`config.mk`:
```
export PLATFORM = sky130hd
export DESIGN_NAME = line_rasterizer_top
export DESIGN_NICKNAME = d
export VERILOG_FILES = /design/src/hw/rtl/lr_pkg.sv /design/src/hw/rtl/lr_alu.sv /design/src/hw/rtl/lr_ctrl.sv /design/src/hw/rtl/line_rasterizer_top.sv
export SDC_FILE = /design/constraint.sdc
export NUM_CORES = 1
export LEC_CHECK = 0
export ABC_CLOCK_PERIOD_IN_PS = 11250
export BUFFER_PORTS_ARGS = -buffer_cell sky130_fd_sc_hd__buf_2
export CAP_MARGIN = 20
export CELL_PAD_IN_SITES_DETAIL_PLACEMENT = 1
export CELL_PAD_IN_SITES_GLOBAL_PLACEMENT = 2
export CORE_AREA = 2 2 191 137
export CTS_CLUSTER_SIZE = 12
export DETAILED_ROUTE_END_ITERATION = 10
export DIE_AREA = 0 0 193 139
export GPL_TIMING_DRIVEN = 0
export HOLD_SLACK_MARGIN = 0.05
export PLACE_DENSITY_LB_ADDON = 0.1
export SYNTH_ARGS = -nofsm -noshare
export SYNTH_HDL_FRONTEND = slang
export SYNTH_HIERARCHICAL = 1
export SYNTH_SLANG_ARGS = --single-unit
```
`constraint.sdc`:
```
create_clock -name clk_i -period 11.25 [get_ports clk_i]
set_clock_uncertainty 0.15 [all_clocks]
set_input_delay 1.125 -clock clk_i [delete_from_list [all_inputs] [get_ports clk_i]]
set_output_delay 1.125 -clock clk_i [all_outputs]
set_load 0.05 [all_outputs]
```
`src/hw/rtl/lr_pkg.sv`:
```
// lr_pkg: shared constants, types and helpers of the line rasterizer
// depends on nothing; imported by every rtl file of the block
`timescale 1ns / 1ps

package lr_pkg;

  // screen size
  localparam int unsigned SCREEN_WIDTH  = 128;
  localparam int unsigned SCREEN_HEIGHT = 64;

  // field widths
  localparam int unsigned XW = 7;
  localparam int unsigned YW = 6;
  // internal coordinate width, wide enough for either axis
  localparam int unsigned CW = (XW > YW) ? XW : YW;
  // error accumulator width: err + (dmin + 1) stays below 2 * 2^CW
  localparam int unsigned EW = CW + 1;

  localparam int unsigned IN_DATA_W  = 32;
  localparam int unsigned OUT_DATA_W = 32;

  localparam logic [CW-1:0] X_MAX = CW'(SCREEN_WIDTH - 1);
  localparam logic [CW-1:0] Y_MAX = CW'(SCREEN_HEIGHT - 1);

  typedef struct packed {
    logic [XW-1:0] first_x;
    logic [YW-1:0] first_y;
    logic [XW-1:0] second_x;
    logic [YW-1:0] second_y;
    logic          second_valid;
    logic          draw_value;
    logic          last;
  } lr_result_t;

  typedef struct packed {
    logic       valid;
    lr_result_t res;
  } lr_emit_t;

  typedef struct packed {
    logic [EW-1:0] err;
    logic          wrap;
  } lr_alu_out_t;

  function automatic logic [CW-1:0] clamp_coord(input logic [CW-1:0] v,
                                                input logic [CW-1:0] lim);
    return (v > lim) ? lim : v;
  endfunction

  // absolute difference of two coordinates
  function automatic logic [CW-1:0] abs_diff(input logic [CW-1:0] a,
                                             input logic [CW-1:0] b);
    return (a >= b) ? (a - b) : (b - a);
  endfunction

endpackage

```
`src/hw/rtl/lr_alu.sv`:
```
// lr_alu: error-term unit, one add and one compare-subtract per pixel
// depends on lr_pkg
`timescale 1ns / 1ps

module lr_alu (
  input  logic [lr_pkg::EW-1:0] err_i,
  input  logic [lr_pkg::EW-1:0] inc_i,
  input  logic [lr_pkg::EW-1:0] lim_i,
  output lr_pkg::lr_alu_out_t   res_o
);
  import lr_pkg::*;

  logic [EW-1:0] sum;

  assign sum        = err_i + inc_i;
  assign res_o.wrap = (sum >= lim_i);
  assign res_o.err  = res_o.wrap ? (sum - lim_i) : sum;

endmodule

```
`src/hw/rtl/lr_ctrl.sv`:
```
// lr_ctrl: line sequencer, setup of deltas and endpoints, one pixel per step
// depends on lr_pkg and lr_alu
`timescale 1ns / 1ps

module lr_ctrl (
  input  logic                 clk_i,
  input  logic                 rst_ni,
  input  logic                 cmd_valid_i,
  input  logic [lr_pkg::CW-1:0] cmd_x1_i,
  input  logic [lr_pkg::CW-1:0] cmd_y1_i,
  input  logic [lr_pkg::CW-1:0] cmd_x2_i,
  input  logic [lr_pkg::CW-1:0] cmd_y2_i,
  input  logic                 cmd_value_i,
  output logic                 cmd_ready_o,
  input  logic                 out_free_i,
  output lr_pkg::lr_emit_t     emit_o
);
  import lr_pkg::*;

  localparam logic [1:0] ST_IDLE  = 2'd0;
  localparam logic [1:0] ST_SETUP = 2'd1;
  localparam logic [1:0] ST_STEP  = 2'd2;

  logic [1:0] state_q, state_d;

  // command registers
  logic [CW-1:0] x1_q, y1_q, x2_q, y2_q;
  logic          value_q;

  // stepping registers
  logic          xmaj_q, xmaj_d;
  logic [CW-1:0] maj_q, maj_d, maj_end_q, maj_end_d;
  logic [CW-1:0] minor_q, minor_d;
  logic          dir_up_q, dir_up_d, dir_dn_q, dir_dn_d;
  logic [EW-1:0] inc_q, inc_d, lim_q, lim_d, err_q, err_d;
  logic          odd_q, odd_d;
  logic [CW-1:0] hold_x_q, hold_x_d, hold_y_q, hold_y_d;

  // setup logic
  logic [CW-1:0] dx, dy, s_maj0, s_maj1, s_min0, s_min1, s_dmaj, s_dmin;
  logic          s_xmaj, s_swap;
  logic [CW-1:0] b_min0, b_min1;

  always_comb begin
    dx     = abs_diff(x2_q, x1_q);
    dy     = abs_diff(y2_q, y1_q);
    s_xmaj = (dx >= dy);
    s_maj0 = s_xmaj ? x1_q : y1_q;
    s_maj1 = s_xmaj ? x2_q : y2_q;
    s_min0 = s_xmaj ? y1_q : x1_q;
    s_min1 = s_xmaj ? y2_q : x2_q;
    s_dmaj = s_xmaj ? dx : dy;
    s_dmin = s_xmaj ? dy : dx;
    s_swap = (s_maj0 > s_maj1);
    b_min0 = s_swap ? s_min1 : s_min0;
    b_min1 = s_swap ? s_min0 : s_min1;
  end

  // current pixel
  logic [CW-1:0] px, py;
  logic          is_end, need_emit, advance;
  lr_alu_out_t   alu;

  assign px = xmaj_q ? maj_q : minor_q;
  assign py = xmaj_q ? minor_q : maj_q;

  lr_alu u_alu (
    .err_i (err_q),
    .inc_i (inc_q),
    .lim_i (lim_q),
    .res_o (alu)
  );

  assign is_end    = (maj_q == maj_end_q);
  assign need_emit = odd_q | is_end;
  assign advance   = (state_q == ST_STEP) && (!need_emit || out_free_i);

  assign cmd_ready_o = (state_q == ST_IDLE);

  always_comb begin
    emit_o.valid            = (state_q == ST_STEP) && need_emit;
    emit_o.res.draw_value   = value_q;
    emit_o.res.last         = is_end;
    if (odd_q) begin
      emit_o.res.first_x      = hold_x_q[XW-1:0];
      emit_o.res.first_y      = hold_y_q[YW-1:0];
      emit_o.res.second_x     = px[XW-1:0];
      emit_o.res.second_y     = py[YW-1:0];
      emit_o.res.second_valid = 1'b1;
    end else begin
      emit_o.res.first_x      = px[XW-1:0];
      emit_o.res.first_y      = py[YW-1:0];
      emit_o.res.second_x     = '0;
      emit_o.res.second_y     = '0;
      emit_o.res.second_valid = 1'b0;
    end
  end

  always_comb begin
    state_d   = state_q;
    xmaj_d    = xmaj_q;
    maj_d     = maj_q;
    maj_end_d = maj_end_q;
    minor_d   = minor_q;
    dir_up_d  = dir_up_q;
    dir_dn_d  = dir_dn_q;
    inc_d     = inc_q;
    lim_d     = lim_q;
    err_d     = err_q;
    odd_d     = odd_q;
    hold_x_d  = hold_x_q;
    hold_y_d  = hold_y_q;
    unique case (state_q)
      ST_IDLE: begin
        if (cmd_valid_i) begin
          state_d = ST_SETUP;
        end
      end
      ST_SETUP: begin
        xmaj_d    = s_xmaj;
        maj_d     = s_swap ? s_maj1 : s_maj0;
        maj_end_d = s_swap ? s_maj0 : s_maj1;
        minor_d   = b_min0;
        dir_up_d  = (b_min1 > b_min0);
        dir_dn_d  = (b_min1 < b_min0);
        inc_d     = {1'b0, s_dmin} + EW'(1);
        lim_d     = {1'b0, s_dmaj} + EW'(1);
        err_d     = '0;
        odd_d     = 1'b0;
        state_d   = ST_STEP;
      end
      ST_STEP: begin
        if (advance) begin
          if (!odd_q) begin
            hold_x_d = px;
            hold_y_d = py;
          end
          odd_d = ~odd_q;
          if (is_end) begin
            state_d = ST_IDLE;
          end else begin
            maj_d = maj_q + CW'(1);
            err_d = alu.err;
            if (alu.wrap) begin
              priority if (dir_up_q) begin
                minor_d = minor_q + CW'(1);
              end else if (dir_dn_q) begin
                minor_d = minor_q - CW'(1);
              end
            end
          end
        end
      end
      default: begin
        state_d = ST_IDLE;
      end
    endcase
  end

  always_ff @(posedge clk_i or negedge rst_ni) begin
    if (!rst_ni) begin
      state_q <= ST_IDLE;
    end else begin
      state_q <= state_d;
    end
  end

  always_ff @(posedge clk_i) begin
    if (cmd_valid_i && cmd_ready_o) begin
      x1_q    <= cmd_x1_i;
      y1_q    <= cmd_y1_i;
      x2_q    <= cmd_x2_i;
      y2_q    <= cmd_y2_i;
      value_q <= cmd_value_i;
    end
    xmaj_q    <= xmaj_d;
    maj_q     <= maj_d;
    maj_end_q <= maj_end_d;
    minor_q   <= minor_d;
    dir_up_q  <= dir_up_d;
    dir_dn_q  <= dir_dn_d;
    inc_q     <= inc_d;
    lim_q     <= lim_d;
    err_q     <= err_d;
    odd_q     <= odd_d;
    hold_x_q  <= hold_x_d;
    hold_y_q  <= hold_y_d;
  end

endmodule

```
`src/hw/rtl/line_rasterizer_top.sv`:
```
// line_rasterizer_top: stream wrapper, input unpack and clamp, output register
// depends on lr_pkg, lr_ctrl (which holds lr_alu)
// sequence: accept in idle, a setup state, then the step state walks the major axis one pixel per
//   step and holds while a pair waits for the output register; a new command is taken only in idle
// a line of n pixels gives (n + 1) / 2 results
// reset: asynchronous active low, clears the sequencer state and the output valid
`timescale 1ns / 1ps

module line_rasterizer_top (
  input  logic                          clk_i,
  input  logic                          rst_ni,
  // command stream
  input  logic                          s_axis_tvalid,
  output logic                          s_axis_tready,
  // start_x[6:0], start_y[12:7], end_x[19:13], end_y[25:20], pixel_on[26], zero fill
  input  logic [lr_pkg::IN_DATA_W-1:0]  s_axis_tdata,
  // pixel pair stream
  output logic                          m_axis_tvalid,
  input  logic                          m_axis_tready,
  // first_x[6:0], first_y[12:7], second_x[19:13], second_y[25:20], draw_value[26], zero fill
  output logic [lr_pkg::OUT_DATA_W-1:0] m_axis_tdata,
  // second_valid[0]
  output logic                          m_axis_tuser,
  // last result of the line
  output logic                          m_axis_tlast
);
  import lr_pkg::*;

  // unpack and saturate the endpoints to the screen
  logic [XW-1:0] in_sx, in_ex;
  logic [YW-1:0] in_sy, in_ey;
  logic [CW-1:0] cx1, cy1, cx2, cy2;
  logic          in_value;

  assign in_sx    = s_axis_tdata[XW-1:0];
  assign in_sy    = s_axis_tdata[XW+YW-1:XW];
  assign in_ex    = s_axis_tdata[2*XW+YW-1:XW+YW];
  assign in_ey    = s_axis_tdata[2*XW+2*YW-1:2*XW+YW];
  assign in_value = s_axis_tdata[2*XW+2*YW];

  assign cx1 = clamp_coord(CW'(in_sx), X_MAX);
  assign cy1 = clamp_coord(CW'(in_sy), Y_MAX);
  assign cx2 = clamp_coord(CW'(in_ex), X_MAX);
  assign cy2 = clamp_coord(CW'(in_ey), Y_MAX);

  // output register decouples the sequencer from the sink
  logic       out_valid_q;
  lr_result_t out_q;
  logic       out_free;
  lr_emit_t   emit;

  assign out_free = !out_valid_q || m_axis_tready;

  lr_ctrl u_ctrl (
    .clk_i       (clk_i),
    .rst_ni      (rst_ni),
    .cmd_valid_i (s_axis_tvalid),
    .cmd_x1_i    (cx1),
    .cmd_y1_i    (cy1),
    .cmd_x2_i    (cx2),
    .cmd_y2_i    (cy2),
    .cmd_value_i (in_value),
    .cmd_ready_o (s_axis_tready),
    .out_free_i  (out_free),
    .emit_o      (emit)
  );

  // valid bit of the output register
  always_ff @(posedge clk_i or negedge rst_ni) begin
    if (!rst_ni) begin
      out_valid_q <= 1'b0;
    end else if (out_free) begin
      out_valid_q <= emit.valid;
    end
  end

  // payload of the output register, loaded when a pair transaction is produced
  always_ff @(posedge clk_i) begin
    if (out_free && emit.valid) begin
      out_q <= emit.res;
    end
  end

  assign m_axis_tvalid = out_valid_q;
  assign m_axis_tdata  = {{(OUT_DATA_W - 2*XW - 2*YW - 1){1'b0}},
                          out_q.draw_value, out_q.second_y, out_q.second_x,
                          out_q.first_y, out_q.first_x};
  assign m_axis_tuser  = out_q.second_valid;
  assign m_axis_tlast  = out_q.last;

endmodule

```
# Word level (Yosys, flattened, before mapping)
# Index checks and enable logic that the tools add are counted.
# word_totals
ff_bits	121
inputBits	36
out_inout_bits	36
wordCells	106
# op_classes
n_addsub	11
n_lt_le_gt_ge	9
eq_ne	9
mux	34
bitwise	2
reduce_logical	15
# op_table
operator	count
7-bit 2-to-1 mux	20
7-bit one-hot mux with 2 select lines	2
27-bit 2-to-1 mux	1
8-bit 2-to-1 mux	3
7-bit by 1-bit adder with 8-bit output, second input constant	2
8-bit one-hot mux with 2 select lines	1
7-bit by 1-bit adder with 7-bit output, second input constant	2
7-bit >= comparator	2
7-bit > comparator	2
7-bit > comparator, second input constant	2
6-bit by 6-bit subtractor with 7-bit output	2
7-bit subtractor	2
3-bit AND reduction	3
8-bit adder	1
8-bit >= comparator	1
8-bit subtractor	1
7-bit == test	1
7-bit less-than comparator	1
7-bit by 1-bit subtractor with 7-bit output, second input constant	1
6-bit >= comparator	1
2-bit 2-to-1 mux	3
6-bit 2-to-1 mux	1
2-bit != test, second input constant	3
2-bit one-hot mux with 3 select lines	1
other kinds (15)	21

# Depth between registers and ports, before layout
# logic_depth
ltp_word	7
ltp_mapped	40
mapped_depth_nobuf	34

# Modules after synthesis
# Netlist, hierarchy kept.
# by_module_without_submodules
mod	n_inst	cells_per_inst	area_per_inst_um2	seq_area_each_um2
lr_ctrl	1	640	6836.6	2782.7
line_rasterizer_top	1	53	1018.5	895.9
lr_alu	1	94	775.7	0.0

# Worst setup path before layout
# No wires, ideal clock.
# synth_timing
kind	flip-flop to flip-flop
startpoint	register u_ctrl.y1_q[3]
endpoint	register u_ctrl.dir_up_q, data pin
setup_time_ps	255
t_arrival_ps	7033
required_time_ps	10845
setup_slack_ps	3812
stages_incl_launch_ff	38
path_buffers	7
synth_period_minus_slack_ps	7438
path_cell_list	edfxtp_1 -> inv_1 -> ha_1 -> buf_6 -> a21o_1 -> a2111oi_4 -> a21oi_2 -> mux2i_1 -> nand2_1 -> a311o_1 -> o21a_4 -> ha_1 -> a21oi_1 -> o221a_2 -> buf_2 -> buf_6 -> clkbuf_1 -> nor2_1 -> [... 2 more ...] -> ha_1 -> a21oi_1 -> maj3_1 -> mux2i_1 -> a221o_1 -> o21a_1 -> buf_2 -> buf_2 -> buf_2 -> mux2i_1 -> nor2_1 -> a21oi_1 -> ha_1 -> a21o_1 -> a21oi_1 -> o21ai_0 -> nor2_1 -> nor2_1
# synth_between
elab_chain_len	7
word_cells_on_any_way	13
classes_between	2 x add/sub; 4 x order compare; 7 x mux
# synth_rtl
item	line	source
from (decl)	lr_ctrl.sv:27	logic [CW-1:0] x1_q, y1_q, x2_q, y2_q;
from (signal assigned)	lr_ctrl.sv:171	y1_q <= cmd_y1_i;
6-bit by 6-bit subtractor with 7-bit output / 6-bit >= comparator (equally long branches)	lr_pkg.sv:53	return (a >= b) ? (a - b) : (b - a);
7-bit 2-to-1 mux	lr_pkg.sv:53	
7-bit >= comparator	lr_ctrl.sv:47	s_xmaj = (dx >= dy);
7-bit 2-to-1 mux (on tied branches)	lr_ctrl.sv:48, lr_ctrl.sv:49	
7-bit > comparator	lr_ctrl.sv:54	s_swap = (s_maj0 > s_maj1);
7-bit 2-to-1 mux (on tied branches)	lr_ctrl.sv:56, lr_ctrl.sv:55	
7-bit > comparator (*)	lr_ctrl.sv:124	dir_up_d = (b_min1 > b_min0);
to (signal assigned)	lr_ctrl.sv:180	dir_up_q <= dir_up_d;
to (decl)	lr_ctrl.sv:34	logic dir_up_q, dir_up_d, dir_dn_q, dir_dn_d;
# Every way passes the cells marked *; elsewhere a longest branch is shown, timed or not.
# A chain may end at the register's enable or synchronous reset.

# Worst setup path after layout
# layout_timing
startpoint	register u_ctrl.x1_q[2]
endpoint	register u_ctrl.dir_up_q, data pin
# layout_between
elab_chain_len	7
word_cells_on_any_way	13
classes_between	2 x add/sub; 4 x order compare; 7 x mux
# layout_rtl
item	line	source
from (decl)	lr_ctrl.sv:27	
from (signal assigned)	lr_ctrl.sv:170	x1_q <= cmd_x1_i;
7-bit subtractor / 7-bit >= comparator (equally long branches)	lr_pkg.sv:53	
7-bit 2-to-1 mux	lr_pkg.sv:53	
7-bit >= comparator	lr_ctrl.sv:47	
7-bit 2-to-1 mux (on tied branches)	lr_ctrl.sv:48, lr_ctrl.sv:49	
7-bit > comparator	lr_ctrl.sv:54	
7-bit 2-to-1 mux (on tied branches)	lr_ctrl.sv:56, lr_ctrl.sv:55	
7-bit > comparator (*)	lr_ctrl.sv:124	
# Marked as above.

==> impl.org <==
** Place
- Gp weighted congestion :: ~0.85
- The HPWL after detailed placement is just under 20000 um.
- # port buffers :: 47

** Global routing
- Global router's overall resource usage :: about a fifth
- Vias in the first global route :: 6454
- Entering global routing, the biggest net connects 30 pins.
- The first global-routing pass estimated 37700 um of wire.
- The initial antenna violation count is 0.
- Total global routing overflow :: 0

** Routing
- Wire length reported by the detailed router :: 24200 um
- Vias per inst :: between 5 and 6
- Routed wire length per instance :: 20.0 um
- The first TritonRoute pass finished after 4 iterations.
- In the routed design, unresolved DRC markers number 0.
- The routed layout has 6076 vias.
- Once detail routing completed, the nets flagged for antenna violations numbered 0.
- After the first detailed-routing iteration, the DRC count stood at 296.

** Setup path
- Delay of the slowest cell on the worst path :: 550 ps
- Crit. End Element :: register
- Crit path top cell by count :: sky130_fd_sc_hd__a21oi_1
- Flop-to-flop setup slack :: 1660 ps
- The worst setup path is launched from a register.
- For this design, the slowest cell found on the critical path is sky130_fd_sc_hd__clkbuf_1.
- In this run the critical register-to-register path is launched from u_ctrl/x1_q[2].
- Of all nets on the critical path, the largest fanout is 10.
- Endpoint arrival time on the critical path :: ~9600 ps
- Kind of critical path :: register to register
- Endpoint of the worst register-to-register path :: u_ctrl/dir_up_q
- Worst Reg-to-Reg Cells :: 38
- Required time reported for the critical path endpoint :: 11270 ps

** Clocking
- TritonCTS built the clock tree.
- TritonCTS created 17 clock buffers.
- No sink is reached through more buffers than the 2 on the longest clock path.
- Clock Pin Slew Worst Setup and Hold Paths :: 60 ps
- Gates resized during post-CTS repair numbered 0.
- In this run the post-CTS setup repair buffer count came out at 0.
- The clock tree synthesis step divided the H-tree into 4 levels.
- At the later pin of the worst-skew pair, clock insertion delay measures 420 ps.
- For this design, the CTS-stage hold fixing added 0 buffers.
- Clk sink count :: 123
- Buffer cell driving the clock tree root :: sky130_fd_sc_hd__clkbuf_16

** STA
- Transition time at the pin with the least slew margin :: slightly below 900 ps
- Headroom to the max-slew limit came out at 40.5%.
- Final count of pins violating max slew :: 0
- Fin crit share :: a little under nine tenths
- Setup Total Neg Slack :: 0 ps
- Post-layout minimum cycle time :: 9590 ps
- Count of endpoints failing setup in the final report :: 0
- Maximum frequency from static timing analysis :: around 100 MHz
- Final Hold Fails :: 0
- Unrepaired setup endpoints after global routing :: no

** Logic synthesis
- Proportion of synthesized flip-flops having asynchronous set or reset :: under 10%
- Number of warnings printed during yosys synthesis :: 6
- Cell area after technology mapping :: between 8000 and 9000 sq um
- Synth area leaders :: sky130_fd_sc_hd__edfxtp_1, sky130_fd_sc_hd__ha_1, sky130_fd_sc_hd__mux2i_1, sky130_fd_sc_hd__mux2_2, sky130_fd_sc_hd__a21oi_1
- Synthesis instantiated between 60 and 70 different standard cells from the library.
- Each instance of the synthesized netlist takes up on average 11.0 sq um.
- The most used flip-flop cell after synthesis is sky130_fd_sc_hd__edfxtp_1.
- Synthesis produced 787 cells.
- The share of the Yosys chip area taken by registers is around 43%.
- Summed over its instances, the top area cell type makes up 41.8% of the synthesized netlist area.
- In this run, synthesis inferred 120 flip-flops with an integrated enable.
- Summed over all instances, the cell type with the most area after synthesis is sky130_fd_sc_hd__edfxtp_1.
- Register bit total from synthesis :: 123

** Job
- Across the run, the number of max-cap violations was 0.

** Layout
- Relative to the synthesized area, the layout overhead comes to 15.0%.
- The library cell used most frequently in the layout, excluding fill and tap cells, is sky130_fd_sc_hd__edfxtp_1.
- Antenna fix cells :: 0
- Final #Nets :: approximately 980
- Most frequent cells in the layout :: sky130_fd_sc_hd__edfxtp_1, sky130_fd_sc_hd__ha_1, sky130_fd_sc_hd__inv_1
- In the final layout, the share of cells above drive strength 1 is 18.8%.

** Worst hold path
- The worst hold path belongs to the class input port to async pin.

** Outcome
- Result of the run :: finished, final reports clean

** Floorplan
- I/O pins :: 72
- Core region area :: 25100 sq um
- Die extent in x :: 193 um
- Cell Rows :: 49
- The initial utilization of the core area, before any placement, comes to between 30% and 40%.
- Measured along the y axis, the die boundary spans 139 um.
- The die covers 26800 sq um.
[flip-flops by register name (all words and copies together) (netlist names)]
signal            cells
u_ctrl/dir_up_q       1
m_axis_tdata         27
u_ctrl/odd_q          1
u_ctrl/x1_q           7
u_ctrl/xmaj_q         1
u_ctrl/minor_q        7
m_axis_tuser          1
u_ctrl/y2_q           7
u_ctrl/err_q          8
m_axis_tvalid         1
u_ctrl/maj_q          7
u_ctrl/lim_q          8
u_ctrl/state_q        2
u_ctrl/value_q        1
u_ctrl/maj_end_q      7
m_axis_tlast          1
u_ctrl/inc_q          8
u_ctrl/hold_y_q       6
u_ctrl/y1_q           7
u_ctrl/x2_q           7
u_ctrl/dir_dn_q       1
u_ctrl/hold_x_q       7
[worst max-delay path, delay by kind of cell (launching register included)]
kind / cells / cell delay [ps]
AO/OA/AOI/OAI: 15 / 3500
adder cells (fa/ha/maj): 5 / 1580
buffers and inverters: 10 / 2490
flip-flops: 1 / 470
multiplexers: 3 / 660
AND/OR/NAND/NOR: 5 / 460
[logic make-up (layout without fill, tap and decap cells)]
logic type,count (synthesis),after routing,synth area share (%)
compound gates,157,157,12.0
xor+xnor,48,48,4.87
fa+ha+maj,80,80,12.1
buf+inv,118,201,6.15
flops,123,123,42.6
mux,98,98,12.9
other cells,1,7,0.0434
simple gates,162,162,9.26
[worst max path at each step]
| stage | start | endpoint | slack, ps | cells past startpoint |
|---|---|---|---|---|
| final | u_ctrl/x1_q[2] | u_ctrl/dir_up_q | 1660 | 38 |
| after global routing | u_ctrl/x1_q[2] | u_ctrl/dir_up_q | 980 | 38 |
| after CTS | u_ctrl/x1_q[2] | u_ctrl/dir_up_q | 1630 | 38 |
| after detailed placement | u_ctrl/x1_q[2] | u_ctrl/dir_up_q | 1710 | 38 |
| after global placement | u_ctrl/x1_q[2] | u_ctrl/dir_up_q | 1950 | 37 |
| after floorplan | u_ctrl/y1_q[3] | u_ctrl/dir_up_q | 3810 | 37 |
[Yosys cell counts, types with 3 or more instances]
cell type / number
sky130_fd_sc_hd__o211ai_1: 5
sky130_fd_sc_hd__mux2i_1: 57
sky130_fd_sc_hd__xor2_1: 25
sky130_fd_sc_hd__nor3_1: 7
sky130_fd_sc_hd__mux2_4: 7
sky130_fd_sc_hd__and2_1: 24
sky130_fd_sc_hd__nor2_1: 54
sky130_fd_sc_hd__a21oi_1: 62
sky130_fd_sc_hd__buf_2: 8
sky130_fd_sc_hd__clkbuf_1: 27
sky130_fd_sc_hd__edfxtp_1: 120
sky130_fd_sc_hd__o21a_1: 6
sky130_fd_sc_hd__nand2b_1: 5
sky130_fd_sc_hd__ha_1: 71
sky130_fd_sc_hd__fa_1: 7
sky130_fd_sc_hd__mux4_2: 3
sky130_fd_sc_hd__nand2_1: 32
sky130_fd_sc_hd__inv_1: 67
sky130_fd_sc_hd__o21ai_0: 26
sky130_fd_sc_hd__nand3_1: 11
sky130_fd_sc_hd__o21bai_1: 4
sky130_fd_sc_hd__buf_4: 8
sky130_fd_sc_hd__and3_1: 5
sky130_fd_sc_hd__a211oi_1: 5
sky130_fd_sc_hd__nor2b_1: 8
sky130_fd_sc_hd__mux2_2: 29
sky130_fd_sc_hd__nand4_1: 7
sky130_fd_sc_hd__dfrtp_1: 3
sky130_fd_sc_hd__buf_6: 5
sky130_fd_sc_hd__a21oi_2: 3
sky130_fd_sc_hd__a21o_1: 15
sky130_fd_sc_hd__xnor2_1: 23
sky130_fd_sc_hd__a211o_1: 4
sky130_fd_sc_hd__a31oi_1: 4
[metrics by stage]
stage	instance area (sq um)	setup WS, ps	utilization (%)	hold WS, ps	cells
after global routing	9930	981	39.5	320	1207
after floorplan	8650	3810	-	340	793
after global placement	9300	1950	37.0	348	1171
final	9930	1660	39.5	342	1207
after detailed placement	9340	1710	37.2	353	1173
after CTS	9910	1630	39.4	320	1205
[metal layers]
layer,global-route usage (%),wire (um),up-vias
li1,-,-,2961
met1,29.0,12900,3000
met2,27.0,10000,97
met3,3.47,992,18
met4,4.98,315,0
met5,0,0,-
[layout make-up]
class | count | area [sq um]
buffer | 51 | 279
clock buffer | 17 | 425
clock inverter | 15 | 139
fill | 2829 | 15200
inverter | 67 | 251
multi-input combinational | 552 | 4460
sequential | 123 | 3680
tap | 331 | 414
timing repair buffer | 51 | 278
Power is not shown: default switching activity piles up to over one toggle a cycle in this logic, so the estimate is an artifact.
